--- src/sv/swlrl_pkg.sv ---
`default_nettype none
package swlrl_pkg;

  // default sizes
  localparam int NUM_ENTRIES_DEF = 64;
  localparam int MAX_LOG_DEF     = 32;
  localparam int KEY_BITS_DEF    = 32;

  // configuration register map
  localparam int CFG_IDX_W = 1;
  localparam logic [CFG_IDX_W-1:0] REG_REQ_LIMIT = 1'b0;
  localparam logic [CFG_IDX_W-1:0] REG_WIN_LEN   = 1'b1;
  localparam int CFG_DATA_W = 16;

  // reset values of the registers
  localparam logic [5:0]  REQ_LIMIT_RST = 6'd10;
  localparam logic [15:0] WIN_LEN_RST   = 16'd60;

  // saturation of the reported count
  localparam int COUNT_SAT = 63;

  // outcome of the client lookup, carried with each queued job
  typedef struct packed {
    logic is_new;
    logic is_full;
  } job_flags_t;

endpackage
`default_nettype wire

--- src/sv/swlrl_front.sv ---
`default_nettype none
module swlrl_front #(
  parameter int NUM_ENTRIES = swlrl_pkg::NUM_ENTRIES_DEF,
  parameter int KEY_BITS    = swlrl_pkg::KEY_BITS_DEF,
  localparam int IDX_W      = (NUM_ENTRIES > 1) ? $clog2(NUM_ENTRIES) : 1
) (
  input  wire logic                    clk,
  input  wire logic                    rst,
  input  wire logic                    in_valid,
  output logic                         in_stall,
  input  wire logic [31:0]             client_key,
  input  wire logic [31:0]             now_seconds,
  output logic                         q_push,
  input  wire logic                    q_full,
  output logic [IDX_W-1:0]             q_idx,
  output swlrl_pkg::job_flags_t        q_flags,
  output logic [31:0]                  q_now
);

  localparam int FILL_W = $clog2(NUM_ENTRIES + 1);

  typedef enum logic [2:0] {F_IDLE, F_READ, F_CMP, F_MISS, F_PUSH} fstate_t;

  fstate_t               state;
  logic [KEY_BITS-1:0]   key_q;
  logic [IDX_W-1:0]      scan;
  logic [FILL_W-1:0]     fill;
  logic [KEY_BITS-1:0]   rd_key;
  logic                  has_free;

  // client keys; entries are claimed in order so used ones sit below fill
  logic [KEY_BITS-1:0]   key_mem [NUM_ENTRIES];

  assign has_free = (fill != FILL_W'(NUM_ENTRIES));
  assign in_stall = (state != F_IDLE);
  assign q_push   = (state == F_PUSH) && !q_full;

  // key store, one read and one write port
  always_ff @(posedge clk) begin
    rd_key <= key_mem[scan];
    if (state == F_MISS && has_free) begin
      key_mem[IDX_W'(fill)] <= key_q;
    end
  end

  // lookup sequencer: scans used entries one at a time
  always_ff @(posedge clk) begin
    if (rst) begin
      state <= F_IDLE;
      fill  <= '0;
    end else begin
      unique case (state)
        F_IDLE: begin
          if (in_valid) begin
            key_q <= KEY_BITS'(client_key);
            q_now <= now_seconds;
            scan  <= '0;
            state <= (fill == '0) ? F_MISS : F_READ;
          end
        end
        F_READ: state <= F_CMP;
        F_CMP: begin
          if (rd_key == key_q) begin
            q_idx   <= scan;
            q_flags <= '{is_new: 1'b0, is_full: 1'b0};
            state   <= F_PUSH;
          end else if (FILL_W'(scan) + FILL_W'(1) == fill) begin
            state <= F_MISS;
          end else begin
            scan  <= scan + IDX_W'(1);
            state <= F_READ;
          end
        end
        F_MISS: begin
          // claim lowest free entry, or report a full table
          q_idx <= IDX_W'(fill);
          if (has_free) begin
            fill    <= fill + FILL_W'(1);
            q_flags <= '{is_new: 1'b1, is_full: 1'b0};
          end else begin
            q_flags <= '{is_new: 1'b0, is_full: 1'b1};
          end
          state <= F_PUSH;
        end
        F_PUSH: begin
          if (!q_full) state <= F_IDLE;
        end
        default: state <= F_IDLE;
      endcase
    end
  end

endmodule
`default_nettype wire

--- config.mk ---
export PLATFORM = sky130hd
export DESIGN_NAME = swlrl_front
export DESIGN_NICKNAME = d
export VERILOG_FILES = /design/src/sv/swlrl_pkg.sv /design/src/sv/swlrl_front.sv
export SDC_FILE = /design/constraint.sdc
export NUM_CORES = 2
export LEC_CHECK = 0
export BUFFER_PORTS_ARGS = -buffer_cell sky130_fd_sc_hd__buf_2
export CAP_MARGIN = 15
export CORE_MARGIN = 4
export CORE_UTILIZATION = 50
export CTS_BUF_LIST = sky130_fd_sc_hd__clkbuf_4
export CTS_CLUSTER_SIZE = 40
export DETAILED_ROUTE_END_ITERATION = 10
export GPL_TIMING_DRIVEN = 0
export PLACE_DENSITY = 0.75
export SYNTH_ARGS = -nofsm -noshare
export SYNTH_HDL_FRONTEND = slang
export SYNTH_SLANG_ARGS = --single-unit
--- constraint.sdc ---
create_clock -name clk -period 4.6 [get_ports clk]
set_clock_uncertainty 0.05 [all_clocks]
set_input_delay 0.46 -clock clk [delete_from_list [all_inputs] [get_ports clk]]
set_output_delay 0.46 -clock clk [all_outputs]
set_load 0.02 [all_outputs]
### Yosys cells after proc, flatten, opt, wreduce, memory -nomap -nowiden

Memory sizes are Yosys's and may differ from the RTL's. A register that Yosys moved wholly into a read port is not among the register bits.
Cells that the tools add are included.

* equality and inequality tests: 12
* add/subtract/negate cells: 3
* reductions and logical operators: 13
* mux-type cells: 17
* bitwise logic cells: 1

Operators by type and width (count)
* equality test 32 bit: 1
* 2-to-1 mux 6 bit: 4
* case mux 6 bit (2 select lines): 2
* case mux 3 bit (5 select lines): 1
* != test 2 bit (second input constant): 5
* 2-to-1 mux 3 bit: 3
* 2-to-1 mux 2 bit: 4
* adder 6 x 1 -> 7 bit (second input constant): 1
* adder 7 x 1 -> 7 bit (second input constant): 1
* equality test 7 bit: 1
* zero test 7 bit: 1
* != test 7 bit (second input constant): 1
* adder 6 x 1 -> 6 bit (second input constant): 1
* equality test 3 x 2 -> 1 bit (second input constant): 2
* AND reduction 3 bit: 2
* AND reduction 5 bit: 1
* case mux 2 bit (2 select lines): 1
* AND reduction 2 bit: 2
* nonzero test 2 bit: 2
* equality test 3 x 1 -> 1 bit (second input constant): 1
* equality test 3 bit (second input constant): 1
* zero test 3 bit: 1
* nonzero test 3 bit: 1
* logical AND 1 bit: 2
* other kinds (3): 4

* word-level logic and storage cells: 55
* bits of input ports: 68
* output and inout bits: 42
* memories: 1
* bits in registers: 88
* memory bits (writable): 2048

Memories
* key_mem: words 64, bits a word 32, read ports 1, clocked after memory_dff 1, write ports 1, line swlrl_front.sv:32 `logic [KEY_BITS-1:0] key_mem [NUM_ENTRIES];`

### Logic depth before layout (Yosys ltp)

* depth after elaboration: 5
* gate-level depth with buffers: 11
* gate-level depth less buffers: 7

### Least setup slack after synthesis

No wires, ideal clock.

* path type: input -> register
* start: input rst
* end: register key_q[0] (enable)
* cell stages on the path: 2
* arrival time: 3512 ps
* path buffers: 0
* setup time: 486 ps
* slack: 552 ps
* cells stage by stage: or3_1 > nor2_1

* cells in the longest elaborated chain, start to end: 2

RTL lines
* from (decl): line swlrl_front.sv:8 `input wire logic rst,`
* NOT 1 bit (no line)
* AND reduction 3 bit (no line)
* to (signal assigned): line swlrl_front.sv:55 `key_q <= KEY_BITS'(client_key);`
* to (decl): line swlrl_front.sv:25 `logic [KEY_BITS-1:0] key_q;`

No other way between the ends.
A chain may end at the register's enable or synchronous reset.

### Worst setup path after layout

* start: register state[1]
* end: memory key_mem[14][13] (netlist name) (enable)

* cells in the longest elaborated chain, start to end: 4

RTL lines
* from (decl): line swlrl_front.sv:24 `fstate_t state;`
* from (signal assigned): line swlrl_front.sv:58 `state <= (fill == '0) ? F_MISS : F_READ;`
* equality test 3 x 2 -> 1 bit: line swlrl_front.sv:41 `if (state == F_MISS && has_free) begin`
* logical AND 1 bit: line swlrl_front.sv:41
* 2-to-1 mux 1 bit: line swlrl_front.sv:41
* 2-to-1 mux 1 bit (implied by the code): line swlrl_front.sv:42 `key_mem[IDX_W'(fill)] <= key_q;`
* to (decl): line swlrl_front.sv:32

No other way between the ends.

==> flow_summary.yaml <==
outcome:
  status: "completed"
floorplanning:
  fp.coreArea_um2: 163000
  die_h_um: 413
  rows: 148
  start_util: 0.503
  die_area_um2: 170000
  io_pins: 110
  die_x_um: 413
clocking:
  insertion_delay_ns: 1.36
  clk_path_buf_depth: 4
  cts_tree: "yes"
  cts.sinks: 2168
  post_cts_resized: 0
  numCtsBuffers: 538
  cts.reportedPaths.clkPinSlew_ns: 0.07
  htree_levels: 6
  cts_hold_buffers: 137
  post_cts_buffers: 0
  root_buffer: "clkbuf_4"
critical_path:
  crit_cells: 8
  critPathMaxStageDelay_ns: 1.03
  crit_chain: "inv_2 > or3_1 > clkbuf_1 > a31oi_4 > and2_1 > nand3_1 > nor2_4 > buf_16"
  required_ns: 5.52
  crit_type: "flip-flop to flip-flop"
  critPathTopFamily: "simple AND/OR/NAND/NOR gates"
  critPathSlowestCell: "nor2_4"
  r2r-end: "key_mem[14][13]$_DFFE_PP_"
  crit_start: "state[1]$_SDFFE_PP0P_"
  rrSetupSlack_ns: 0.20
  crit_path_start_kind: "flip-flop"
  crit_buf_inv: 3
  cp_max_fo: 18
  r2r-start: "state[1]$_SDFFE_PP0P_"
  crit_arrival_ns: 5.32
  endpoint: "key_mem[14][13]$_DFFE_PP_"
  endpoint_kind: "flip-flop"
  r2r_cells: 8
timing:
  tightest_slew_ns: 1.26
  rsz0062_at_grt: "false"
  max_freq_ghz: 0.227
  hold_violations: 0
  slew_viol_final: 0
  fin_crit_ns: 4.40
  hold_slack_ns: 0.214
  fin_crit_sh: 0.957
  setup_violations: 0
  relSlewSlack: 0.155
grt:
  grtUsageTotal: 0.265
  antenna_found_initial: 13
  grt_pass1_vias: 44900
  gr-total-overflow: 0
  grt_pass1_wl_mm: 319
  grt_max_degree: 36
finish:
  drive_above_1_share: 0.368
  nets: 4510
  final_common_cell: "edfxtp_1"
  syn2layout_area_growth_pct: 18.2
  num-fill-cells: 11000
  final_cells: 6946
  stdcell_area_um2: 96900
  final_cell_mix: "2126 x edfxtp_1, 775 x clkbuf_4, 544 x mux4_2, 151 x buf_2, 137 x dlygate4sd3_1"
  final_core_util: 0.595
yosys:
  synthFlopType: "edfxtp_1"
  ys_ff_latch: 2168
  synthesis.area_um2: 81900
  syn_nets: 3580
  synth_warnings: 0
  async_flop_share: 0
  synth.distinct_cells: 43
  syn-mean-instance-area_um2: 23.4
  synth_edf_count: 2126
  ys_seq_area_frac: 0.789
  netlist_instances: 3509
detailed_routing:
  wire_per_inst_um: 32.2
  drtAntennaViolNets: 0
  routed_via_density: 6.27
  drt_iter0_drc: 6458
  vias: 43500
  wl_mm: 224
  drt_first_pass_iters: 8
  drc_errors: 0
placement:
  routabilityCongestion: 0.979
  dpl_cell_area_um2: 89200
  post-dp-hpwl_mm: 143
  io_buffer_count: 109
  place_inst: 5937
min_path:
  hp-class: "input pin to flip-flop"
power:
  power_density_nw_per_um2: 435
  leakagePower_uw: 0.0313
  vdd_ir_drop_max_mv: 0.376
  total_power_uw: 42200
run:
  drv_cap: 0
[worst register-to-register path, delay by kind of cell, from the launching register on]
family | cells | cell delay [ns]
DFF | 1 | 0.53
and+or+nand+nor | 4 | 2.52
AOI/OAI and AO/OA | 1 | 0.36
buffers and inverters | 3 | 0.59
[registers in the layout, summed over array words and instances, names as in the netlist]
register and flops:
fill 7, key_mem 2048, key_q 32, q_flags 2
q_idx 6, q_now 32, rd_key 32, scan 6
state 3
[cell families (layout without fill, tap and decap cells)]
family	after synthesis	count (layout)	share of synthesized area
AO/OA/AOI/OAI	265	265	0.0234
multiplexers	617	617	0.158
flip-flops	2168	2168	0.789
AND/OR/NAND/NOR	211	211	0.0112
other	0	9	0
buffers and inverters	197	1450	0.0120
adder cells (fa/ha/maj)	3	3	0.000458
XOR/XNOR	48	48	0.00513
[routing by layer]
| metal | track usage | wire length [µm] | part of all wire |
|---|---|---|---|
| met1 | 0.344 | 76700 | 0.34 |
| met2 | 0.404 | 105000 | 0.47 |
| met3 | 0.0849 | 30200 | 0.13 |
| met4 | 0.143 | 12600 | 0.056 |
| met5 | 0 | 0 | 0 |
[layout make-up]
cell class	instances	area [µm²]	share of cell area
repair buffers	390	5400	0.0557
well taps	2175	2720	0.0281
plain buffers	188	953	0.00984
clock buffers	775	5820	0.0600
diodes	9	22.5	0.000232
inverters	9	33.8	0.000349
flip-flops and latches	2168	64700	0.668
clock inverters	88	490	0.00506
multi-input cells	1144	16800	0.173
[worst min path at each step]
stage	from	end	slack, ns	depth (start not counted)
final	rst	fill[4]$_SDFFE_PP0P_	0.21	4
after global routing	rst	fill[6]$_SDFFE_PP0P_	0.19	4
after CTS	rst	fill[4]$_SDFFE_PP0P_	0.08	4
after detailed placement	state[2]$_SDFFE_PP0P_	state[2]$_SDFFE_PP0P_	0.48	2
after global placement	state[2]$_SDFFE_PP0P_	state[2]$_SDFFE_PP0P_	0.49	2
after floorplan	state[1]$_SDFFE_PP0P_	state[0]$_SDFFE_PP0P_	0.44	2
[stage by stage]
stage	setup TNS [ns]	worst slack, ns
after floorplan	0	0.552
after global placement	-1655.01	-1.22
after detailed placement	0	0.473
after CTS	0	0.404
after global routing	0	0.228
final	0	0.198
[cells in the mapped netlist (all sizes together) (5+ instances only)]
master | count | area share
and3 | 5 | 0.00038
nand3 | 15 | 0.00092
o22ai | 91 | 0.0069
mux2i | 71 | 0.0087
nor3 | 5 | 0.00031
buf | 90 | 0.0071
a21oi | 37 | 0.0023
inv | 9 | 0.00041
clkbuf | 98 | 0.0045
a221o | 28 | 0.0034
edfxtp | 2126 | 0.78
a211oi | 31 | 0.0028
dfxtp | 42 | 0.010
nor2b | 6 | 0.00046
a211o | 30 | 0.0032
xor2 | 7 | 0.00075
o21ai | 9 | 0.00055
mux4 | 544 | 0.15
nand4 | 12 | 0.00092
nor2 | 94 | 0.0043
xnor2 | 41 | 0.0044
a22o | 28 | 0.0030
nand2 | 59 | 0.0027
or3 | 5 | 0.00038
a22oi | 5 | 0.00046
[power breakdown]
group / leakage (µW) / internal [µW] / total, µW / switching [µW]
Sequential: 0.0195 / 21900 / 22000 / 160
Combinational: 0.00802 / 1920 / 4750 / 2830
Clock: 0.00383 / 8000 / 15400 / 7390
Note: power is estimated with default switching activity, not from simulation.
