===== src/sv/swlrl_queue.sv =====
`default_nettype none
module swlrl_queue #(
  parameter int WIDTH = 8
) (
  input  wire logic             clk,
  input  wire logic             rst,
  input  wire logic             push,
  input  wire logic [WIDTH-1:0] data_in,
  output logic                  full,
  input  wire logic             pop,
  output logic [WIDTH-1:0]      data_out,
  output logic                  empty
);

  logic [WIDTH-1:0] slots [2];
  logic             wr_ptr;
  logic             rd_ptr;
  logic [1:0]       level;

  assign full     = (level == 2'd2);
  assign empty    = (level == 2'd0);
  assign data_out = slots[rd_ptr];

  // two-deep word queue
  always_ff @(posedge clk) begin
    if (push && !full) slots[wr_ptr] <= data_in;
    if (rst) begin
      wr_ptr <= 1'b0;
      rd_ptr <= 1'b0;
      level  <= 2'd0;
    end else begin
      if (push && !full) wr_ptr <= ~wr_ptr;
      if (pop && !empty) rd_ptr <= ~rd_ptr;
      level <= level + 2'((push && !full) ? 1 : 0) - 2'((pop && !empty) ? 1 : 0);
    end
  end

endmodule
`default_nettype wire


===== config.mk =====
export PLATFORM = sky130hd
export DESIGN_NAME = swlrl_queue
export DESIGN_NICKNAME = d
export VERILOG_FILES = /design/src/sv/swlrl_queue.sv
export SDC_FILE = /design/constraint.sdc
export NUM_CORES = 1
export LEC_CHECK = 0
export ABC_AREA = 1
export BUFFER_PORTS_ARGS = -buffer_cell sky130_fd_sc_hd__buf_2
export CAP_MARGIN = 40
export CORE_MARGIN = 4
export CORE_UTILIZATION = 50
export DETAILED_ROUTE_END_ITERATION = 10
export GPL_ROUTABILITY_DRIVEN = 0
export GPL_TIMING_DRIVEN = 0
export HOLD_SLACK_MARGIN = 0.05
export PLACE_DENSITY = 0.85
export SLEW_MARGIN = 20
export SYNTH_ARGS = -nofsm -noshare
export SYNTH_HDL_FRONTEND = slang
export SYNTH_SLANG_ARGS = --single-unit

===== constraint.sdc =====
create_clock -name clk -period 1.85 [get_ports clk]
set_input_delay 0.37 -clock clk [delete_from_list [all_inputs] [get_ports clk]]
set_output_delay 0.37 -clock clk [all_outputs]
set_load 0.01 [all_outputs]

After elaboration in Yosys (flattened, before gate mapping)
Memory sizes are Yosys's and may differ from the RTL's. A register that Yosys moved wholly into a read port is not among the register bits.
Cells that the tools add are included.

storage, ports and cells
  register bits after elaboration = 4
  latch bits = 0
  bits in writable memories = 16
  ROM bits = 0
  input port bits = 12
  output and inout bits = 10
  word-level logic and storage cells = 20
  memories kept = 1

memory list
  memory  depth  bits a word  rd ports  clocked after Yosys merged registers in  wr ports  line  RTL
  slots   2      8            1         1                                        1         15    logic [WIDTH-1:0] slots [2];

operators by class
  add/sub/neg operators = 2
  multiply operators = 0
  div/mod/pow operators = 0
  magnitude comparators = 0
  equal/unequal tests = 1
  shift operators = 0
  multiplexer cells = 6
  bitwise gates (word level) = 2
  reduce and logical (&&, ||, !) cells = 5

operator list
  operator                                    count
  two-way mux 1 bit                           6
  adder 2 x 1 -> 2 bit                        1
  equality test 2 bit, second input constant  1
  logical AND 1 bit                           2
  logical NOT 1 bit                           2
  logical NOT 2 bit                           1
  NOT 1 bit                                   2
  subtractor 2 x 1 -> 2 bit                   1

Logic depth before layout (Yosys ltp)
Gate-level depths: netlist (run 1).

  depth in word-level cells = 6
  depth in mapped cells = 11
  depth with buffers taken out = 11

Worst setup path before layout (run 1)
OpenSTA, ideal clock, no wires.

  kind = reg-to-reg
  from = register level[0]
  to = register level[1]
  library setup time = 115 ps
  arrival time = 1,308 ps
  data required time = 1,735 ps
  path slack = 427 ps
  cell stages (with the launch flop) = 11
  path buffers = 0
  clock period less this slack = 1,423 ps
  path through = dfxtp_1 -> inv_1 -> nand2_1 -> nand2_1 -> ha_1 -> inv_1 -> ha_1 -> inv_1 -> nand2_1 -> a21oi_1 -> nor2_1

on the way
  word-level cells in the longest chain between the ends = 6
  elaborated cells on any way between the ends = 10
  classes of those cells = 2 x add/sub; 1 x eq/ne; 2 x mux; 5 x reduce/logical

ends and longest elaborated chain
  what                           line  RTL
  start, declared                18    logic [1:0] level;
  start signal, assigned         34    level <= level + 2'((push && !full) ? 1 : 0) - 2'((pop && !empty) ? 1 : 0);
  equality test 2 bit            20    assign full = (level == 2'd2);
  logical NOT 1 bit              34
  logical AND 1 bit              34
  two-way mux 1 bit              34
  adder 2 x 1 -> 2 bit           34
  subtractor 2 x 1 -> 2 bit (*)  34

Every way passes the cells marked *; elsewhere a longest branch is shown, timed or not.
A chain may end at the register's enable or synchronous reset.

Worst setup path in the final report (run 1)
Same ends and word-level chain as after synthesis.

==> results of run 1 <==
## synth_stat cells
library cell	n
a21oi_1	2
buf_6	1
dfxtp_1	5
edfxtp_1	16
ha_1	2
inv_1	10
mux2_4	8
nand2_1	8
nand3_1	3
nor2_1	7
nor2_2	2
## final timing paths
path              cells past startpoint      from        to  slack, ns
hold / removal                        2       rst  level[0]       0.24
hold reg to reg                       2    rd_ptr    rd_ptr       0.52
setup reg to reg                     10  level[0]  level[1]       0.25
setup / recovery                     10  level[0]  level[1]       0.25
## cells in the final DEF, fill, tap and decap left out
cell,instances
clkinv_2,1
nor2_1,7
mux2_4,8
nand2_1,8
edfxtp_1,16
nor2_2,2
ha_1,2
buf_6,1
nand3_1,3
clkbuf_4,3
a21oi_1,2
buf_2,21
inv_1,10
dfxtp_1,5
## through the flow
stage | setup slack [ns] | instance area [um^2]
final | 0.2458 | 1021
after global routing | 0.1415 | 1021
after CTS | 0.2282 | 1021
after detailed placement | 0.2770 | 993.5
after global placement | 0.3369 | 993.5
after floorplan | 0.4266 | 868.3
## registers in the layout (all words and copies together) (netlist names), named ones only
register,cells
slots,16
level,2
rd_ptr,1
wr_ptr,1
## worst register-to-register path: cells and delay by family (launching register included)
family,cells,cell delay (ns)
adders and majority gates,2,0.46
DFF,1,0.39
and+or+nand+nor,4,0.34
buffers and inverters,3,0.16
AOI/OAI and AO/OA,1,0.16
## routing by layer
| layer | track usage | vias to the layer above |
|---|---|---|
| met5 | 0 | - |
| met4 | 0.04147 | 0 |
| met3 | 0.03614 | 0 |
| met2 | 0.2048 | 22 |
| met1 | 0.1081 | 239 |
| li1 | - | 265 |
## cell families after synthesis
family / count (synthesis) / share of synthesized area
mux: 8 / 0.1383
compound gates: 2 / 0.01153
simple gates: 20 / 0.09654
buf+inv: 11 / 0.05620
fa+ha+maj: 2 / 0.02881
flops: 21 / 0.6686
## power by group
| part | total, mW | internal (mW) | switching, mW |
|---|---|---|---|
| combinational | 0.475 | 0.226 | 0.250 |
| clock | 0.210 | 0.0803 | 0.130 |
| sequential | 0.649 | 0.607 | 0.0422 |
| total | 1.33 | 0.913 | 0.422 |
## layout make-up
cell class                 count  area [um^2]  area share
buffer                         1        11.26     0.01103
clock buffer                   3        22.52     0.02206
clock inverter                 1        5.005    0.004902
inverter                      10        37.54     0.03676
multi-input combinational     32        239.0      0.2341
sequential                    21        580.6      0.5686
tap                           16        20.02     0.01961
timing repair buffer          21        105.1      0.1029
==> flow_metrics.tcl, run 1 <==
set metrics [dict create \
    drt-met1-wl_um 488 \
    cp_top_family "adder cells" \
    fin_total_pwr_mw 1.335 \
    hpwl_um 995.6 \
    start_util 0.5508 \
    finClkSkew_ns 0.007606 \
    cpMaxStageDelayCell "dfxtp_1" \
    wl_met2_um 670 \
    critical_path_buf_inv_count 3 \
    drt_iter0_drc 6 \
    clock_sinks 21 \
    cp.arrival_ns 1.80 \
    antenna_left 0 \
    dieArea_mm2 0.002468 \
    finalSetupViolCount 0 \
    cts-buffers-inserted 3 \
    cp_data_required_time_ns 2.04 \
    final_core_util 0.6476 \
    crit_type "register to register" \
    layoutNonFillerInstCount 105 \
    die_y_um 49.68 \
    routed_wl_mm 1.266 \
    grt_pass1_vias 526 \
    firstDrtPassIters 4 \
    area_delta_synth_final_pct 17.58 \
    clk_path_buf_depth 2 \
    hold_viol 0 \
    syn_area_um2 868.3 \
    worstMarginPinSlew_ns 0.7282 \
    cts-hold-fix-buffers 0 \
    grt_max_degree 13 \
    antenna_found_initial 0 \
    vias 526 \
    power_density_mw_per_mm2 1307 \
    synth-warning-count 0 \
    tns_ns 0 \
    fmaxAchievable_mhz 623.4 \
    synth_top_area_cell "edfxtp_1" \
    grt_pass1_wl_mm 2.070 \
    wl_per_cell_um 12.06 \
    io_buffers 21 \
    hold_path_class "input pin to register" \
    synth.avg_cell_area_um2 13.57 \
    syn_inst 64 \
    htreeDepth 1 \
    synth_area_leaders "edfxtp_1, mux2_4, dfxtp_1" \
    wl_met3_um 107 \
    layout.nets 104 \
    cts_root_buf "clkbuf_4" \
    track_usage 0.1088 \
    p_leak_nw 0.4680 \
    fin_crit_ns 1.604 \
    rsz0062_at_grt "no" \
    fillers 119 \
    overflow 0 \
    dp_cells 101 \
    seq_area_frac_synth 0.6686 \
    fp-row-count 14 \
    critPathLaunchType "register" \
    drive_gt1_frac 0.4045 \
    cp_slowest_stage_delay_ns 0.39 \
    antennaDiodeCount 0 \
    drcViolationCount 0 \
    synth_cell_types 11 \
    crit_fanout 4 \
    synth_nets 78 \
    cts.repair.resized 0 \
    cts_setup_buffers 0 \
    slew_viol_final 0 \
    status "complete, no violations" \
    top_layer_used "met3" \
    clk_pin_slew_ns 0.11 \
    vias_per_cell 5.010 \
    path_cells "inv_1 > nand2_1 > nand2_1 > ha_1 > inv_1 > ha_1 > inv_1 > nand2_1 > a21oi_1 > nor2_1" \
    boundaryPins 22 \
    coreArea_mm2 0.001577 \
    period_share 0.8671 \
    end_kind "register" \
    ys_seq_elements 21 \
    clk_latency_ns 0.29 \
    cts_tree "built" \
    holdWs_ns 0.2353 \
    cap_violations 0 \
    dieWidth_um 49.68 \
    netlist.area_leader.share 0.5533 \
    max_slew_margin 0.5128 \
    vdd_drop_max_uv 746.2 \
]
Note: power is estimated with default switching activity, not from simulation.
==> inputs of run 2 (changes only) <==
--- a/config.mk
+++ b/config.mk
@@ -16,4 +16,5 @@
 export HOLD_SLACK_MARGIN = 0.05
 export PLACE_DENSITY = 0.85
+export REMOVE_ABC_BUFFERS = 1
 export SLEW_MARGIN = 20
 export SYNTH_ARGS = -nofsm -noshare
==> constraint.sdc (replaced) <==
create_clock -name clk -period 1.85 [get_ports clk]
set_input_delay 0.37 -clock clk [delete_from_list [all_inputs] [get_ports clk]]
set_output_delay 0.37 -clock clk [all_outputs]
set_load 0.005 [all_outputs]
==> flow_metrics.tcl, run 2 (synthesized netlist as in run 1, its figures left out) <==
set metrics [dict create \
    layout_common_cells "buf_2, edfxtp_1, inv_1" \
    dpl_worst_slack_ns 0.3015 \
    start_util 0.5508 \
    dieArea_mm2 0.002468 \
    regToRegStartpoint "level[0]" \
    cts-hold-fix-buffers 0 \
    dieWidth_um 49.68 \
    critical_path_buf_inv_count 1 \
    drive_gt1_frac 0.3977 \
    cap_violations 0 \
    finalSetupViolCount 0 \
    drt_iter0_drc 8 \
    cp_top_family "flip-flops" \
    cpMaxStageDelayCell "dfxtp_2" \
    cp_slowest_stage_delay_ns 0.51 \
    clk_path_buf_depth 2 \
    top_register "slots" \
    seqCellArea_um2 581.8 \
    final_common_cell "buf_2" \
    boundaryPins 22 \
    max_slew_margin 0.5576 \
    slew_viol_final 0 \
    hold_depth 2 \
    layout_setup_ws_ns 0.2280 \
    pwr-share-seq 0.522 \
    worstHoldStart "rst" \
    cp.arrival_ns 1.25 \
    clk_pin_slew_ns 0.11 \
    fin_crit_ns 1.622 \
    firstDrtPassIters 4 \
    power.internal_mw 0.9045 \
    layoutNonFillerInstCount 104 \
    hold_viol 0 \
    grt_pass1_vias 525 \
    cts_root_buf "clkbuf_4" \
    coreArea_mm2 0.001577 \
    cts_setup_buffers 0 \
    top_regs "slots: 16 flops, level: 2 flops" \
    drcViolationCount 0 \
    holdWs_ns 0.2268 \
    crit_fanout 8 \
    die_y_um 49.68 \
    tns_ns 0 \
    vdd_drop_max_uv 703.3 \
    vias 512 \
    area_delta_synth_final_pct 16.28 \
    end_kind "output pin" \
    track_usage 0.1216 \
    grt_pass1_wl_mm 2.249 \
    hpwl_mm 1.042 \
    r2r_cells 10 \
    rsz0062_at_grt "no" \
    layout.nets 103 \
    antennaDiodeCount 0 \
    worstMarginPinSlew_ns 0.6612 \
    overflow 0 \
    min_to "level[0]" \
    clk_latency_ns 0.29 \
    status "complete, no violations" \
    hold_path_class "input pin to register" \
    antenna_found_initial 0 \
    finClkSkew_ns 0.007350 \
    grt_max_degree 12 \
    clkPwrFrac 0.163 \
    switching_share 0.3005 \
    wl_per_cell_um 12.80 \
    power_density_mw_per_mm2 1281 \
    multiInputGateArea_um2 239.0 \
    period_share 0.8768 \
    cts-buffers-inserted 3 \
    r2r-end "level[1]" \
    largest_reg_flops 16 \
    rrSetupSlack_ns 0.28 \
    routed_wl_mm 1.331 \
    p_leak_nw 0.4595 \
    fp-row-count 14 \
    antenna_left 0 \
    dp_cells 100 \
    vias_per_cell 4.923 \
    io_buffers 21 \
    cp_num_cells 2 \
    crit_type "register to output pin" \
    fmaxAchievable_mhz 616.5 \
    p_sw_mw 0.3885 \
    path_cells "mux2_4 > buf_2" \
    cts_tree "built" \
    critPathLaunchType "register" \
    final_core_util 0.6405 \
    clock_sinks 21 \
    fillers 135 \
    cp_data_required_time_ns 1.48 \
    comb_power_share 0.314 \
    htreeDepth 1 \
]
==> run 2: routing by layer <==
| metal | vias up | track usage | wire, um |
|---|---|---|---|
| li1 | 263 | - | - |
| met1 | 230 | 0.1451 | 536 |
| met2 | 19 | 0.2093 | 712 |
| met3 | 0 | 0.03313 | 81 |
| met4 | 0 | 0.04147 | 0 |
| met5 | - | 0 | 0 |
==> run 2: through the flow <==
stage	total power, mW	area, um^2
3_5_place_dp	1.101	982.2
3_3_place_gp	1.075	982.2
5_1_grt	1.390	1010
4_1_cts	1.308	1008
2_1_floorplan	0.9539	857.1
6_report	1.293	1010
==> run 2: worst max-delay path by stage <==
| stage | startpoint | endpoint | slack (ns) |
|---|---|---|---|
| detailed placement | level[0] | level[1] | 0.30 |
| floorplan | level[0] | level[1] | 0.43 |
| global placement | level[0] | slots[0][5] | 0.33 |
| global route | register | data_out[1] | 0.16 |
| CTS | register | data_out[4] | 0.05 |
| finish | register | data_out[3] | 0.23 |
==> run 2: power groups by stage <==
stage | clock (mW) | sequential, mW | combinational, mW
finish | 0.211 | 0.675 | 0.406
global route | 0.241 | 0.689 | 0.461
CTS | 0.216 | 0.675 | 0.416
detailed placement | 0 | 0.686 | 0.415
global placement | 0 | 0.681 | 0.394
floorplan | 0 | 0.669 | 0.285
==> run 2: cell type report <==
type,instances,share of cell area
inverters,10,0.03717
multi-input cells,32,0.2367
flip-flops and latches,21,0.5762
well taps,16,0.01983
repair buffers,21,0.1041
clock buffers,4,0.02602
==> run 2: repair_timing <==
action | in CTS | in global routing
gates resized for setup | 0 | 1
endpoints found under the setup margin | 0 | 8
hold endpoints to repair | 0 | 0
==> run 2: worst register-to-register path: cells and delay by family (launching register included) <==
family,cells,cell delay (ns)
adders and majority gates,2,0.45
buffers and inverters,3,0.16
and+or+nand+nor,4,0.33
DFF,1,0.39
AOI/OAI and AO/OA,1,0.15
==> inputs of run 3 (changes only) <==
- CORE_MARGIN: 4 -> 10
==> flow_metrics.tcl, run 3 (synthesized netlist as in run 1, its figures left out) <==
set metrics [dict create \
    status "complete, no violations" \
    drcViolationCount 0 \
    die_y_um 61.68 \
    drt_iter0_drc 12 \
    io_buffers 21 \
    grt_max_degree 12 \
    top_register "slots" \
    wl_per_cell_um 13.76 \
    period_share 0.9595 \
    layout.nets 103 \
    coreArea_mm2 0.001577 \
    overflow 0 \
    clk_path_buf_depth 2 \
    fmaxAchievable_mhz 563.3 \
    rsz0062_at_grt "no" \
    cts_setup_buffers 0 \
    fp-row-count 14 \
    hold_viol 0 \
    top_regs "slots: 16 flops, level: 2 flops" \
    dieWidth_um 61.68 \
    clk_pin_slew_ns 0.10 \
    worstMarginPinSlew_ns 0.6701 \
    p_sw_mw 0.3862 \
    hold_path_class "input pin to register" \
    area_delta_synth_final_pct 16.14 \
    dieArea_mm2 0.003804 \
    cap_violations 0 \
    power.internal_mw 0.9037 \
    grt_pass1_vias 552 \
    antennaDiodeCount 0 \
    cts-buffers-inserted 3 \
    cp_data_required_time_ns 1.48 \
    drive_gt1_frac 0.3864 \
    crit_type "register to output pin" \
    clkPwrFrac 0.163 \
    tns_ns 0 \
    track_usage 0.08158 \
    cts.repair.resized 0 \
    crit_fanout 8 \
    power_density_mw_per_mm2 1279 \
    final_common_cell "buf_2" \
    boundaryPins 22 \
    layout_common_cells "buf_2, edfxtp_1, inv_1" \
    largest_reg_flops 16 \
    htreeDepth 1 \
    cpMaxStageDelayCell "dfxtp_1" \
    slew_viol_final 0 \
    cp.arrival_ns 1.41 \
    hpwl_mm 1.165 \
    path_cells "mux2_4 > buf_2" \
    cts_root_buf "clkbuf_4" \
    vias_per_cell 5.019 \
    start_util 0.5508 \
    max_slew_margin 0.5516 \
    layoutNonFillerInstCount 104 \
    antenna_left 0 \
    firstDrtPassIters 4 \
    switching_share 0.2994 \
    clock_sinks 21 \
    fin_crit_ns 1.775 \
    grt_pass1_wl_mm 2.304 \
    cts_tree "built" \
    clk_latency_ns 0.29 \
    cp_top_family "flip-flops" \
    critical_path_buf_inv_count 1 \
    cp_slowest_stage_delay_ns 0.64 \
    finClkSkew_ns 0.002913 \
    p_leak_nw 0.4591 \
    dp_cells 100 \
    vdd_drop_max_uv 925.8 \
    fin_total_pwr_mw 1.290 \
    routed_wl_mm 1.431 \
    critPathLaunchType "register" \
    pwr-share-seq 0.522 \
    comb_power_share 0.315 \
    antenna_found_initial 0 \
    end_kind "output pin" \
    vias 522 \
    finalSetupViolCount 0 \
    cts-hold-fix-buffers 0 \
]
run 3: cell types whose count changed in the layout (fill, tap and decap cells not counted):
| cell | before | now |
|---|---|---|
| dfxtp_1 | 4 | 5 |
| dfxtp_2 | 1 | 0 |
run 3: metal layers:
| layer | GRT usage | up-vias | wire length, um | share of wire |
|---|---|---|---|---|
| met2 | 0.1493 | 18 | 735 | 0.51 |
| met4 | 0.02866 | 0 | 17 | 0.012 |
| li1 | - | 263 | - | - |
| met3 | 0.03498 | 2 | 142 | 0.099 |
| met1 | 0.08000 | 239 | 535 | 0.37 |
| met5 | 0 | - | 0 | 0 |
run 3: worst register-to-register path, stage by stage, from the launching register on:
cell and delay, ns:
dfxtp_1 0.39, inv_1 0.08, nand2_1 0.12, nand2_1 0.09
ha_1 0.27, inv_1 0.03, ha_1 0.18, inv_1 0.05
nand2_1 0.06, a21oi_1 0.17, nor2_1 0.06
run 3: cell type report:
cell class	instances	area, um^2
clock buffers	4	26.28
fillers	136	568.0
inverters	10	37.54
multi-input cells	32	239.0
flip-flops and latches	21	580.6
well taps	16	20.02
repair buffers	21	105.1
run 3: stage by stage:
step | setup slack [ns] | utilization | hold slack (ns) | area [um^2]
floorplan | 0.4266 | - | 0.4412 | 857.1
global placement | 0.3219 | 0.6230 | 0.4834 | 982.2
detailed placement | 0.2664 | 0.6230 | 0.5027 | 982.2
CTS | 0.04606 | 0.6397 | 0.2169 | 1008
global route | 0.01397 | 0.6397 | 0.2322 | 1008
finish | 0.07484 | 0.6397 | 0.2278 | 1008
run 3: power groups by stage:
| stage | Combinational [mW] | Sequential, mW | Clock, mW |
|---|---|---|---|
| floorplan | 0.285 | 0.669 | 0 |
| global placement | 0.401 | 0.680 | 0 |
| detailed placement | 0.419 | 0.687 | 0 |
| CTS | 0.421 | 0.676 | 0.221 |
| global route | 0.476 | 0.684 | 0.234 |
| finish | 0.406 | 0.674 | 0.210 |
run 3: final timing paths:
path / start / endpoint / slack (ns) / depth (start not counted)
max: register / data_out[3] / 0.07 / 2
min: rst / level[0] / 0.23 / 2
max reg2reg: level[0] / level[1] / 0.25 / 10
min reg2reg: rd_ptr / rd_ptr / 0.52 / 2
